**config.mk**
```make
export PLATFORM = sky130hd
export DESIGN_NAME = epoch_seconds_to_calendar
export DESIGN_NICKNAME = d
export VERILOG_FILES = /design/src/sv/esc_pkg.sv /design/src/sv/epoch_seconds_to_calendar.sv
export SDC_FILE = /design/constraint.sdc
export NUM_CORES = 2
export LEC_CHECK = 0
export BUFFER_PORTS_ARGS = -buffer_cell sky130_fd_sc_hd__buf_2
export CORE_MARGIN = 2
export CORE_UTILIZATION = 65
export DETAILED_ROUTE_END_ITERATION = 16
export PLACE_DENSITY = 0.86
export SLEW_MARGIN = 30
export SYNTH_ARGS = -nofsm -noshare
export SYNTH_HDL_FRONTEND = slang
export SYNTH_SLANG_ARGS = --single-unit
```
**constraint.sdc**
```tcl
create_clock -name clk -period 19.9 [get_ports clk]
set_clock_uncertainty 0.15 [all_clocks]
set_input_delay 3.98 -clock clk [delete_from_list [all_inputs] [get_ports clk]]
set_output_delay 3.98 -clock clk [all_outputs]
set_load 0.02 [all_outputs]
```
**src/sv/esc_pkg.sv**
```systemverilog
// Constants and lookup functions shared by the epoch seconds to calendar converter.
package esc_pkg;

  // Pipeline depth, from the input register stage to the output register.
  localparam int STAGES = 7;

  // Calendar constants.
  localparam logic [9:0]  DAY_SECS_DIV128 = 10'd675;      // 86400 / 128
  localparam logic [5:0]  SECS_PER_MIN    = 6'd60;
  localparam logic [2:0]  DAYS_PER_WEEK   = 3'd7;
  localparam logic [2:0]  EPOCH_WEEKDAY   = 3'd4;         // 1970-01-01 was a Thursday
  localparam logic [19:0] DAYS_TO_MARCH   = 20'd719468;   // 719527 - 59
  localparam logic [8:0]  DAYS_PER_YEAR   = 9'd365;
  localparam logic [6:0]  YEARS_CENTURY   = 7'd100;
  localparam logic [8:0]  YEARS_CYCLE     = 9'd400;
  localparam logic [8:0]  YDAY_JANUARY    = 9'd306;       // March-based day of 1 January
  localparam logic [4:0]  YDAY_MON_BIAS   = 5'd31;
  localparam logic [3:0]  MONTH_WRAP      = 4'd10;
  localparam logic [3:0]  MONTH_SHIFT     = 4'd2;

  // Reciprocals for exact division by constants: q = (x * RCP) >> SHIFT.
  localparam logic [25:0] RCP_675   = 26'(((64'd1 << 35) + 64'd674) / 64'd675);
  localparam logic [29:0] RCP_YEAR  =
    30'(((64'd1 << 38) * 64'd400 + 64'd146096) / 64'd146097);
  localparam logic [16:0] RCP_7     = 17'(((64'd1 << 19) + 64'd6) / 64'd7);
  localparam logic [16:0] RCP_15_20 = 17'(((64'd1 << 20) + 64'd14) / 64'd15);
  localparam logic [12:0] RCP_15_16 = 13'(((64'd1 << 16) + 64'd14) / 64'd15);
  localparam logic [10:0] RCP_25    = 11'(((64'd1 << 15) + 64'd24) / 64'd25);
  localparam logic [12:0] RCP_MON   = 13'(((64'd1 << 17) * 64'd5 + 64'd152) / 64'd153);

  // First March-based day of year of month index m, i.e. 367 * m / 12 - 30.
  function automatic logic [8:0] month_start(input logic [3:0] m);
    logic [8:0] v;
    case (m)
      4'd1:    v = 9'd0;
      4'd2:    v = 9'd31;
      4'd3:    v = 9'd61;
      4'd4:    v = 9'd92;
      4'd5:    v = 9'd122;
      4'd6:    v = 9'd153;
      4'd7:    v = 9'd184;
      4'd8:    v = 9'd214;
      4'd9:    v = 9'd245;
      4'd10:   v = 9'd275;
      4'd11:   v = 9'd306;
      4'd12:   v = 9'd337;
      default: v = 9'd0;
    endcase
    return v;
  endfunction

endpackage

```
**src/sv/epoch_seconds_to_calendar.sv**
```systemverilog
// Epoch seconds to UTC calendar converter, a seven-stage pipeline.
//
// This block turns an unsigned 32-bit count of seconds since 1970-01-01 00:00:00 UTC into
// the UTC second, minute, hour, day of month, month (1 is January), full year and weekday
// (0 is Sunday), covering every input up to 2106-02-07. It accepts one transfer in every
// clock cycle while the output side is ready or a stage is empty, and each result passes
// through the seven register stages, which hold the constant-reciprocal multiplications
// and the adds around them. Every stage carries its own valid bit and only stalls while
// its successor is full, so idle slots close up under back-pressure and nothing is lost
// or repeated. The block holds no state besides the pipeline, and the date follows the
// March-based year method: count days from 1 March of 1 BC, estimate the year, step back
// once when the day of year comes out negative, map day of year to month and finally
// move the year start to January.
module epoch_seconds_to_calendar (
  input  logic        clk,
  input  logic        rst_n,
  input  logic        in_tvalid,
  output logic        in_tready,
  input  logic [31:0] in_tdata,   // [31:0] epoch_seconds
  output logic        out_tvalid,
  input  logic        out_tready,
  // [5:0] second, [11:6] minute, [16:12] hour, [21:17] day_of_month,
  // [25:22] month, [37:26] year, [40:38] weekday, [47:41] zero
  output logic [47:0] out_tdata
);

  localparam int NS = esc_pkg::STAGES;

  logic [NS-1:0] vld_r;
  logic [NS:0]   adv;

  // A stage may load when it is empty or when its content moves on in the same cycle.
  always_comb begin
    adv[NS] = out_tready;
    for (int i = NS - 1; i >= 0; i--) begin
      adv[i] = !vld_r[i] || adv[i+1];
    end
  end

  assign in_tready  = adv[0];
  assign out_tvalid = vld_r[NS-1];

  always_ff @(posedge clk) begin
    if (!rst_n) begin
      vld_r <= '0;
    end else begin
      if (adv[0]) begin
        vld_r[0] <= in_tvalid;
      end
      for (int i = 1; i < NS; i++) begin
        if (adv[i]) begin
          vld_r[i] <= vld_r[i-1];
        end
      end
    end
  end

  // Stage 0: whole days. The low seven bits are split off so the divisor becomes 675.
  logic [24:0] s0_x;
  logic [50:0] s0_prod;
  logic [15:0] s0_days_nxt;
  logic [15:0] s0_days_r;
  logic [24:0] s0_x_r;
  logic [6:0]  s0_lo_r;

  assign s0_x        = in_tdata[31:7];
  assign s0_prod     = 51'(s0_x) * 51'(esc_pkg::RCP_675);
  assign s0_days_nxt = s0_prod[50:35];

  always_ff @(posedge clk) begin
    if (adv[0]) begin
      s0_days_r <= s0_days_nxt;
      s0_x_r    <= s0_x;
      s0_lo_r   <= in_tdata[6:0];
    end
  end

  // Stage 1: seconds of the day, day count from 1 March of 1 BC, year estimate and
  // the quotient for the weekday.
  logic [24:0] s1_dmul;
  logic [24:0] s1_rdiff;
  logic [16:0] s1_rem_nxt;
  logic [19:0] s1_mdays_nxt;
  logic [19:0] s1_w;
  logic [49:0] s1_yprod;
  logic [15:0] s1_d4_nxt;
  logic [32:0] s1_wprod;
  logic [16:0] s1_rem_r;
  logic [19:0] s1_mdays_r;
  logic [11:0] s1_yr_r;
  logic [15:0] s1_d4_r;
  logic [13:0] s1_q7_r;

  assign s1_dmul      = 25'(s0_days_r) * 25'(esc_pkg::DAY_SECS_DIV128);
  assign s1_rdiff     = s0_x_r - s1_dmul;
  assign s1_rem_nxt   = {s1_rdiff[9:0], s0_lo_r};
  assign s1_mdays_nxt = 20'(s0_days_r) + esc_pkg::DAYS_TO_MARCH;
  assign s1_w         = 20'(s0_days_r) + esc_pkg::DAYS_TO_MARCH + 20'd2;
  assign s1_yprod     = 50'(s1_w) * 50'(esc_pkg::RCP_YEAR);
  assign s1_d4_nxt    = s0_days_r + 16'(esc_pkg::EPOCH_WEEKDAY);
  assign s1_wprod     = 33'(s1_d4_nxt) * 33'(esc_pkg::RCP_7);

  always_ff @(posedge clk) begin
    if (adv[1]) begin
      s1_rem_r   <= s1_rem_nxt;
      s1_mdays_r <= s1_mdays_nxt;
      s1_yr_r    <= s1_yprod[49:38];
      s1_d4_r    <= s1_d4_nxt;
      s1_q7_r    <= s1_wprod[32:19];
    end
  end

  // Stage 2: minutes of the day, weekday, century counts and 365 times the year.
  logic [31:0] s2_tprod;
  logic [15:0] s2_wdiff;
  logic [20:0] s2_p100;
  logic [18:0] s2_p400;
  logic [19:0] s2_y365_nxt;
  logic [16:0] s2_rem_r;
  logic [10:0] s2_tm_r;
  logic [2:0]  s2_wday_r;
  logic [11:0] s2_yr_r;
  logic [19:0] s2_mdays_r;
  logic [4:0]  s2_c100_r;
  logic [2:0]  s2_c400_r;
  logic [19:0] s2_y365_r;

  assign s2_tprod    = 32'(s1_rem_r[16:2]) * 32'(esc_pkg::RCP_15_20);
  assign s2_wdiff    = s1_d4_r - 16'(s1_q7_r) * 16'(esc_pkg::DAYS_PER_WEEK);
  assign s2_p100     = 21'(s1_yr_r[11:2]) * 21'(esc_pkg::RCP_25);
  assign s2_p400     = 19'(s1_yr_r[11:4]) * 19'(esc_pkg::RCP_25);
  assign s2_y365_nxt = 20'(s1_yr_r) * 20'(esc_pkg::DAYS_PER_YEAR);

  always_ff @(posedge clk) begin
    if (adv[2]) begin
      s2_rem_r   <= s1_rem_r;
      s2_tm_r    <= s2_tprod[30:20];
      s2_wday_r  <= s2_wdiff[2:0];
      s2_yr_r    <= s1_yr_r;
      s2_mdays_r <= s1_mdays_r;
      s2_c100_r  <= s2_p100[19:15];
      s2_c400_r  <= s2_p400[17:15];
      s2_y365_r  <= s2_y365_nxt;
    end
  end

  // Stage 3: day of year against the estimated year start, leap flag, second and hour.
  logic [19:0] s3_base;
  logic [19:0] s3_ydiff;
  logic        s3_leap_nxt;
  logic [16:0] s3_sdiff;
  logic [21:0] s3_hprod;
  logic [10:0] s3_yday_r;
  logic        s3_leap_r;
  logic [11:0] s3_yr_r;
  logic [5:0]  s3_sec_r;
  logic [4:0]  s3_hr_r;
  logic [10:0] s3_tm_r;
  logic [2:0]  s3_wday_r;

  assign s3_base  = s2_y365_r + 20'(s2_yr_r[11:2]) - 20'(s2_c100_r) + 20'(s2_c400_r);
  assign s3_ydiff = s2_mdays_r - s3_base;
  assign s3_leap_nxt = (s2_yr_r[1:0] == 2'd0) &&
                       ((12'(s2_c100_r) * 12'(esc_pkg::YEARS_CENTURY) != s2_yr_r) ||
                        (12'(s2_c400_r) * 12'(esc_pkg::YEARS_CYCLE) == s2_yr_r));
  assign s3_sdiff = s2_rem_r - 17'(s2_tm_r) * 17'(esc_pkg::SECS_PER_MIN);
  assign s3_hprod = 22'(s2_tm_r[10:2]) * 22'(esc_pkg::RCP_15_16);

  always_ff @(posedge clk) begin
    if (adv[3]) begin
      s3_yday_r <= s3_ydiff[10:0];
      s3_leap_r <= s3_leap_nxt;
      s3_yr_r   <= s2_yr_r;
      s3_sec_r  <= s3_sdiff[5:0];
      s3_hr_r   <= s3_hprod[20:16];
      s3_tm_r   <= s2_tm_r;
      s3_wday_r <= s2_wday_r;
    end
  end

  // Stage 4: minute of the hour, and a negative day of year steps back into the previous March-based year.
  logic [10:0] s4_yfix;
  logic [8:0]  s4_yday_nxt;
  logic [11:0] s4_yr_nxt;
  logic [10:0] s4_mdiff;
  logic [8:0]  s4_yday_r;
  logic [11:0] s4_yr_r;
  logic [5:0]  s4_sec_r;
  logic [5:0]  s4_min_r;
  logic [4:0]  s4_hr_r;
  logic [2:0]  s4_wday_r;

  assign s4_yfix  = s3_yday_r + 11'(esc_pkg::DAYS_PER_YEAR) + 11'(s3_leap_r);
  assign s4_mdiff = s3_tm_r - 11'(s3_hr_r) * 11'(esc_pkg::SECS_PER_MIN);

  always_comb begin
    if (s3_yday_r[10]) begin
      s4_yday_nxt = s4_yfix[8:0];
      s4_yr_nxt   = s3_yr_r - 12'd1;
    end else begin
      s4_yday_nxt = s3_yday_r[8:0];
      s4_yr_nxt   = s3_yr_r;
    end
  end

  always_ff @(posedge clk) begin
    if (adv[4]) begin
      s4_yday_r <= s4_yday_nxt;
      s4_yr_r   <= s4_yr_nxt;
      s4_sec_r  <= s3_sec_r;
      s4_min_r  <= s4_mdiff[5:0];
      s4_hr_r   <= s3_hr_r;
      s4_wday_r <= s3_wday_r;
    end
  end

  // Stage 5: month index of the March-based year, (yday + 31) * 5 / 153.
  logic [8:0]  s5_a;
  logic [21:0] s5_mprod;
  logic [3:0]  s5_mon_r;
  logic [8:0]  s5_yday_r;
  logic [11:0] s5_yr_r;
  logic [5:0]  s5_sec_r;
  logic [5:0]  s5_min_r;
  logic [4:0]  s5_hr_r;
  logic [2:0]  s5_wday_r;

  assign s5_a     = s4_yday_r + 9'(esc_pkg::YDAY_MON_BIAS);
  assign s5_mprod = 22'(s5_a) * 22'(esc_pkg::RCP_MON);

  always_ff @(posedge clk) begin
    if (adv[5]) begin
      s5_mon_r  <= s5_mprod[20:17];
      s5_yday_r <= s4_yday_r;
      s5_yr_r   <= s4_yr_r;
      s5_sec_r  <= s4_sec_r;
      s5_min_r  <= s4_min_r;
      s5_hr_r   <= s4_hr_r;
      s5_wday_r <= s4_wday_r;
    end
  end

  // Stage 6 (output register): day of month and the move of the year start to January.
  logic [8:0]  s6_mday;
  logic [3:0]  s6_mon_nxt;
  logic [11:0] s6_yr_nxt;
  logic [4:0]  out_mday_r;
  logic [3:0]  out_mon_r;
  logic [11:0] out_yr_r;
  logic [5:0]  out_sec_r;
  logic [5:0]  out_min_r;
  logic [4:0]  out_hr_r;
  logic [2:0]  out_wday_r;

  assign s6_mday = s5_yday_r - esc_pkg::month_start(s5_mon_r) + 9'd1;

  always_comb begin
    if (s5_yday_r >= esc_pkg::YDAY_JANUARY) begin
      s6_yr_nxt  = s5_yr_r + 12'd1;
      s6_mon_nxt = s5_mon_r - esc_pkg::MONTH_WRAP;
    end else begin
      s6_yr_nxt  = s5_yr_r;
      s6_mon_nxt = s5_mon_r + esc_pkg::MONTH_SHIFT;
    end
  end

  always_ff @(posedge clk) begin
    if (adv[6]) begin
      out_mday_r <= s6_mday[4:0];
      out_mon_r  <= s6_mon_nxt;
      out_yr_r   <= s6_yr_nxt;
      out_sec_r  <= s5_sec_r;
      out_min_r  <= s5_min_r;
      out_hr_r   <= s5_hr_r;
      out_wday_r <= s5_wday_r;
    end
  end

  assign out_tdata = {7'd0, out_wday_r, out_yr_r, out_mon_r, out_mday_r,
                      out_hr_r, out_min_r, out_sec_r};

  // A delivered date always names a real month and day.
  a_date_range: assert property (@(posedge clk) disable iff (!rst_n)
    out_tvalid |-> (out_mon_r >= 4'd1) && (out_mon_r <= 4'd12) && (out_mday_r != 5'd0))
    else $error("calendar date out of range");

  // The time of day and weekday fields stay within their ranges together.
  a_time_range: assert property (@(posedge clk) disable iff (!rst_n)
    out_tvalid |-> (out_hr_r <= 5'd23) && (out_min_r <= 6'd59) && (out_sec_r <= 6'd59) &&
                   (out_wday_r <= 3'd6))
    else $error("time of day out of range");

  // A full pipeline behind a stalled output must not take a new transfer.
  a_full_stall: assert property (@(posedge clk) disable iff (!rst_n)
    (&vld_r && !out_tready) |-> !in_tready)
    else $error("transfer accepted into a full stalled pipeline");

  // The first stage keeps its valid item while its successor stalls.
  a_stage_hold: assert property (@(posedge clk) disable iff (!rst_n)
    (vld_r[0] && !adv[1]) |=> vld_r[0])
    else $error("stalled stage dropped its item");

endmodule

```
**Word level (Yosys, flattened, before mapping)**

Memories as Yosys holds them, arrays and structs flattened. A register that Yosys moved wholly into a read port is not among the register bits.
Index checks and enable logic that the tools add are counted.

- Memories: 1
- Register bits: 330
- Memory bits (read-only): 144
- Output and inout port bits: 50

- $lt $le $gt $ge: 1
- Multiply operators: 15
- Reductions and logical operators: 17
- Add/subtract/negate cells: 20
- Equality and inequality tests: 2
- Multiplexer cells: 5

Memories:

| memory | words | bits a word | rd ports | clocked after memory_dff | write ports | RTL line | text |
|---|---|---|---|---|---|---|---|
| (no name shown) | 16 | 9 | 1 | 1 | 0 | esc_pkg.sv:34 | `case (m)` |

Operators by type and width:

| operator | number |
|---|---|
| multiplier 25 x 26 -> 51 bit (second input constant) | 1 |
| multiplier 20 x 28 -> 48 bit (second input constant) | 1 |
| multiplier 16 x 17 -> 33 bit (second input constant) | 1 |
| multiplier 15 x 16 -> 30 bit (second input constant) | 1 |
| 2-to-1 mux 12 bit | 2 |
| adder 16 x 20 -> 20 bit (second input constant) | 1 |
| adder 20 x 2 -> 20 bit (second input constant) | 1 |
| multiplier 10 x 11 -> 20 bit (second input constant) | 1 |
| multiplier 9 x 12 -> 20 bit (second input constant) | 1 |
| multiplier 9 x 11 -> 19 bit (second input constant) | 1 |
| multiplier 8 x 11 -> 18 bit (second input constant) | 1 |
| adder 16 x 3 -> 16 bit (second input constant) | 1 |
| multiplier 16 x 10 -> 10 bit (second input constant) | 1 |
| multiplier 14 x 3 -> 3 bit (second input constant) | 1 |
| adder 12 x 1 -> 12 bit (second input constant) | 1 |
| equality test 12 bit | 1 |
| multiplier 12 x 9 -> 11 bit (second input constant) | 1 |
| inequality test 12 bit | 1 |
| subtractor 12 x 1 -> 12 bit (second input constant) | 1 |
| subtractor 6 bit | 2 |
| adder 11 x 10 -> 11 bit | 1 |
| adder 11 x 3 -> 11 bit | 1 |
| multiplier 11 x 4 -> 4 bit (second input constant) | 1 |
| subtractor 11 bit | 1 |
| other kinds (20) | 34 |

**Depth between registers and ports, before layout**

- Depth in word-level cells: 8
- Gate-level depth with buffers: 34
- Mapped depth without buffers: 34

**Worst setup path after synthesis**

Ideal clock, no wire load.

- Path kind: input to register
- Start: in in_tdata[17]
- End: reg s0_days_r[15], data pin
- Data required time: 19490 ps
- Path slack: 9789 ps
- Data arrival time: 9701 ps
- Stages on the path: 22
- Cells stage by stage: fa_1 > ha_1 > inv_1 > fa_1 > inv_1 > fa_1 > inv_1 > fa_1 > inv_1 > fa_1 > fa_1 > ha_1 > a21o_1 > a21o_1 > a211oi_1 > nand3_1 > o21ai_0 > a211oi_1 > or4_1 > a31o_2 > a21oi_2 > xnor2_1

- Word-level cells in the longest chain between the ends: 1

Ends and longest elaborated chain:

| element | RTL line | text |
|---|---|---|
| start: declaration | epoch_seconds_to_calendar.sv:19 | `input logic [31:0] in_tdata,` |
| multiplier 25 x 26 -> 51 bit | epoch_seconds_to_calendar.sv:67 | `assign s0_prod = 51'(s0_x) * 51'(esc_pkg::RCP_675);` |
| net s0_prod[50] | epoch_seconds_to_calendar.sv:60 | `logic [50:0] s0_prod;` |
| end signal: assignment | epoch_seconds_to_calendar.sv:72 | `s0_days_r <= s0_days_nxt;` |
| end: declaration | epoch_seconds_to_calendar.sv:62 | `logic [15:0] s0_days_r;` |

The timed path passes the listed nets, and every way through them passes these cells.
A chain may end at the register's enable or synchronous reset.

**Final worst setup path**

- Start: reg s0_days_r[2]
- End: reg s1_yr_r[11], data pin

- Word-level cells in the longest chain between the ends: 3

Ends and longest elaborated chain:

| element | RTL line | text |
|---|---|---|
| adder 16 x 20 -> 20 bit | epoch_seconds_to_calendar.sv:98 | `assign s1_w = 20'(s0_days_r) + esc_pkg::DAYS_TO_MARCH + 20'd2;` |
| net s1_mdays_nxt[10] | epoch_seconds_to_calendar.sv:83 | `logic [19:0] s1_mdays_nxt;` |
| adder 20 x 2 -> 20 bit | epoch_seconds_to_calendar.sv:98 |  |
| multiplier 20 x 28 -> 48 bit | epoch_seconds_to_calendar.sv:99 | `assign s1_yprod = 50'(s1_w) * 50'(esc_pkg::RCP_YEAR);` |
| net s1_yprod[49] | epoch_seconds_to_calendar.sv:85 | `logic [49:0] s1_yprod;` |
| end signal: assignment | epoch_seconds_to_calendar.sv:107 | `s1_yr_r <= s1_yprod[49:38];` |
| end: declaration | epoch_seconds_to_calendar.sv:90 | `logic [11:0] s1_yr_r;` |

The timed path passes the listed nets, and every way through them passes these cells.

==> results by group <==
STA
  – Slew Viols, Final: 0
  – Slew headroom: 0.3496
  – Final Hold Fails: 0
  – Final setup fails: 0
  – Max Freq: 0.09716 GHz
  – Final setup margin: 9.607 ns
  – RSZ-0062 raised after global routing: no
  – Setup TNS: 0 ns
  – Crit share post-route: 0.5172
  – Fin crit period: 10.29 ns
  – Hold Slack: 0.2683 ns
  – Measured slew at the worst slew-check pin: 0.9723 ns

Flow run
  – MaxCap Viol Count: 0

Outcome
  – Status: complete, no violations

Floorplan
  – Core area: 0.06435 mm^2
  – Die area: 0.06702 mm^2
  – DIE HEIGHT: 258.9 um
  – # IOs: 86
  – Die width: 258.9 um
  – Core Rows: 93
  – Initial Utilization: 0.6562

CTS
  – Clock Sink Count: 318
  – Hold_buf cts: 0
  – Post-CTS resize count: 0
  – CTS buffer count: 36
  – Setup repair bufs after CTS: 0
  – Maximum clock path buffer count: 3
  – H-tree depth: 2
  – Clock-pin slew on the worst setup and hold paths: 0.06 ns
  – Clk Latency, worst-skew pair: 0.55 ns
  – Clk Tree Root Cell: clkbuf_16
  – CTS tree: done

Routing
  – Routed wire length: 90.69 mm
  – Final ANT Viol Nets: 0
  – DRT Pass-1 Iters: 5
  – Via count: 26640
  – Post-DR vias/cell: 5.604
  – Routed len/inst: 19.08 um
  – 1st-iter DRT viols: 1485
  – DRC errors left: 0

Global routing
  – Antenna violations before repair: 1
  – Gr ovfl total: 0
  – Vias in the first global route: 29570
  – First-pass GRT wire length: 149.0 mm
  – Largest net degree at the start of global routing: 61
  – GRT Resource Usage Total: 0.2844

Critical path
  – Crit path max-delay family: adder cells
  – CP Max Fanout: 10
  – Worst path most repeated cell: fa_1
  – Worst path required time: 20.04 ns
  – CP Class: flop to flop
  – Maximum single-stage delay on the critical path: 0.65 ns
  – Critical Path Start Type: flop
  – CP arrival: 10.43 ns
  – Worst reg2reg startpoint: s0_days_r[2]
  – CP endpoint kind: flop
  – Worst reg-to-reg setup slack: 9.61 ns
  – RR Endpoint: s1_yr_r[11]
  – CP bufs+invs: 6
  – Slowest CP cell: edfxtp_1
  – R2R cell count: 33

Layout
  – Synthesis-to-finish area growth: 6.527%
  – ANT cells: 0
  – Post-Layout Cell Count: 4754
  – Most common cell after layout, fill and taps aside: inv_1
  – Nets: 5400
  – Fill count: 4336
  – Most frequent cells in the layout: inv_1 (980), ha_1 (932), fa_1 (560)
  – Layout cells sized above 1: 0.04770

Placed design
  – I/O Buffers: 78
  – DP Worst Slack: 9.054 ns
  – RePlAce Congestion: 1.019
  – HPWL after DPL: 76.18 mm
  – Placed Cells: 4689

Worst hold path
  – Worst Hold Launch: s1_mdays_r[3]
  – Hold path depth: 0
  – Hold Path Class: flop to flop
  – Worst Hold End: s2_mdays_r[3]

Yosys
  – Yosys cell types: 67
  – Asr flop ratio synth: 0
  – Mapped Cells: 3728
  – Seq/Total Area, Yosys: 0.2233
  – EDFF count, synth: 306
  – Seq cells post-synth: 318
  – Syn Std Cell Area: 0.04223 mm^2
  – Primary FF master, synth: edfxtp_1
  – Total number of yosys warnings: 0
  – Syn_area_per_cell: 11.33 um^2
layer usage:
metal,part of all wire,global-route usage
met1,0.38,0.3297
met2,0.51,0.5218
met4,0.043,0.1114
met5,0.00013,0
met3,0.061,0.04930
synthesized netlist by cell type, types with 23 or more instances:
cell type | number | area share
inv_1 | 982 | 0.087
xor2_1 | 79 | 0.016
edfxtp_1 | 306 | 0.22
o21ai_0 | 44 | 0.0052
fa_1 | 560 | 0.27
nor2_1 | 67 | 0.0060
xnor2_1 | 151 | 0.031
nor2b_1 | 23 | 0.0034
nand2_1 | 64 | 0.0057
a21oi_1 | 105 | 0.012
nand4_1 | 31 | 0.0046
nor3_1 | 24 | 0.0028
a21o_1 | 74 | 0.013
ha_1 | 932 | 0.28
nand3_1 | 30 | 0.0036
logic make-up after synthesis:
group,after synthesis,share of synthesized area
buffers and inverters,1004,0.08993
AOI/OAI and AO/OA,348,0.05476
DFF,318,0.2233
and+or+nand+nor,324,0.03985
muxes,9,0.002281
adders and majority gates,1492,0.5416
xor gates and xnor gates,231,0.04809
other,2,0.0001778
stage by stage:
stage          cell area (um^2)    util
6_report                  44980  0.6991
5_1_grt                   44980  0.6991
4_1_cts                   44980  0.6989
3_5_place_dp              43810  0.6809
3_3_place_gp              43810  0.6808
2_1_floorplan             42370       -
cell type report:
cell class | count | area, um^2 | share of cell area
Clock buffer | 36 | 900.9 | 0.02003
Sequential cell | 318 | 9429 | 0.2096
Multi-Input combinational cell | 2445 | 29170 | 0.6484
Clock inverter | 29 | 261.5 | 0.005813
Timing Repair Buffer | 87 | 457.9 | 0.01018
Inverter | 984 | 3696 | 0.08216
Tap cell | 855 | 1070 | 0.02378
state kept, by name, indices dropped and copies added, names as in the netlist, 11 cells and up, named ones only:
name / cells
s5_yr_r: 12
out_yr_r: 12
s4_yr_r: 12
s1_rem_r: 17
s0_days_r: 16
s2_yr_r: 12
s2_mdays_r: 11
s2_tm_r: 11
s1_mdays_r: 11
s1_yr_r: 12
s3_yr_r: 12
worst max path at each step:
stage                  from       endpoint  slack, ns  depth (start not counted)
2_1_floorplan  in_tdata[17]  s0_days_r[15]       9.79                         22
3_3_place_gp   in_tdata[18]  s0_days_r[15]       9.15                         23
3_5_place_dp   in_tdata[18]  s0_days_r[15]       9.05                         23
4_1_cts        s0_days_r[2]    s1_yr_r[11]       9.60                         33
5_1_grt        s0_days_r[2]    s1_yr_r[11]       9.04                         33
6_report       s0_days_r[2]    s1_yr_r[11]       9.61                         33
worst reg2reg max path, delay by kind of cell (launching register included):
family / cells / cell delay [ns]
AO/OA/AOI/OAI: 5 / 1.07
XOR/XNOR: 3 / 0.88
adder cells (fa/ha/maj): 9 / 4.21
buffers and inverters: 6 / 0.67
flip-flops: 1 / 0.65
AND/OR/NAND/NOR: 10 / 2.37
Power is not shown: default switching activity piles up to over one toggle a cycle in this logic, so the estimate is an artifact.
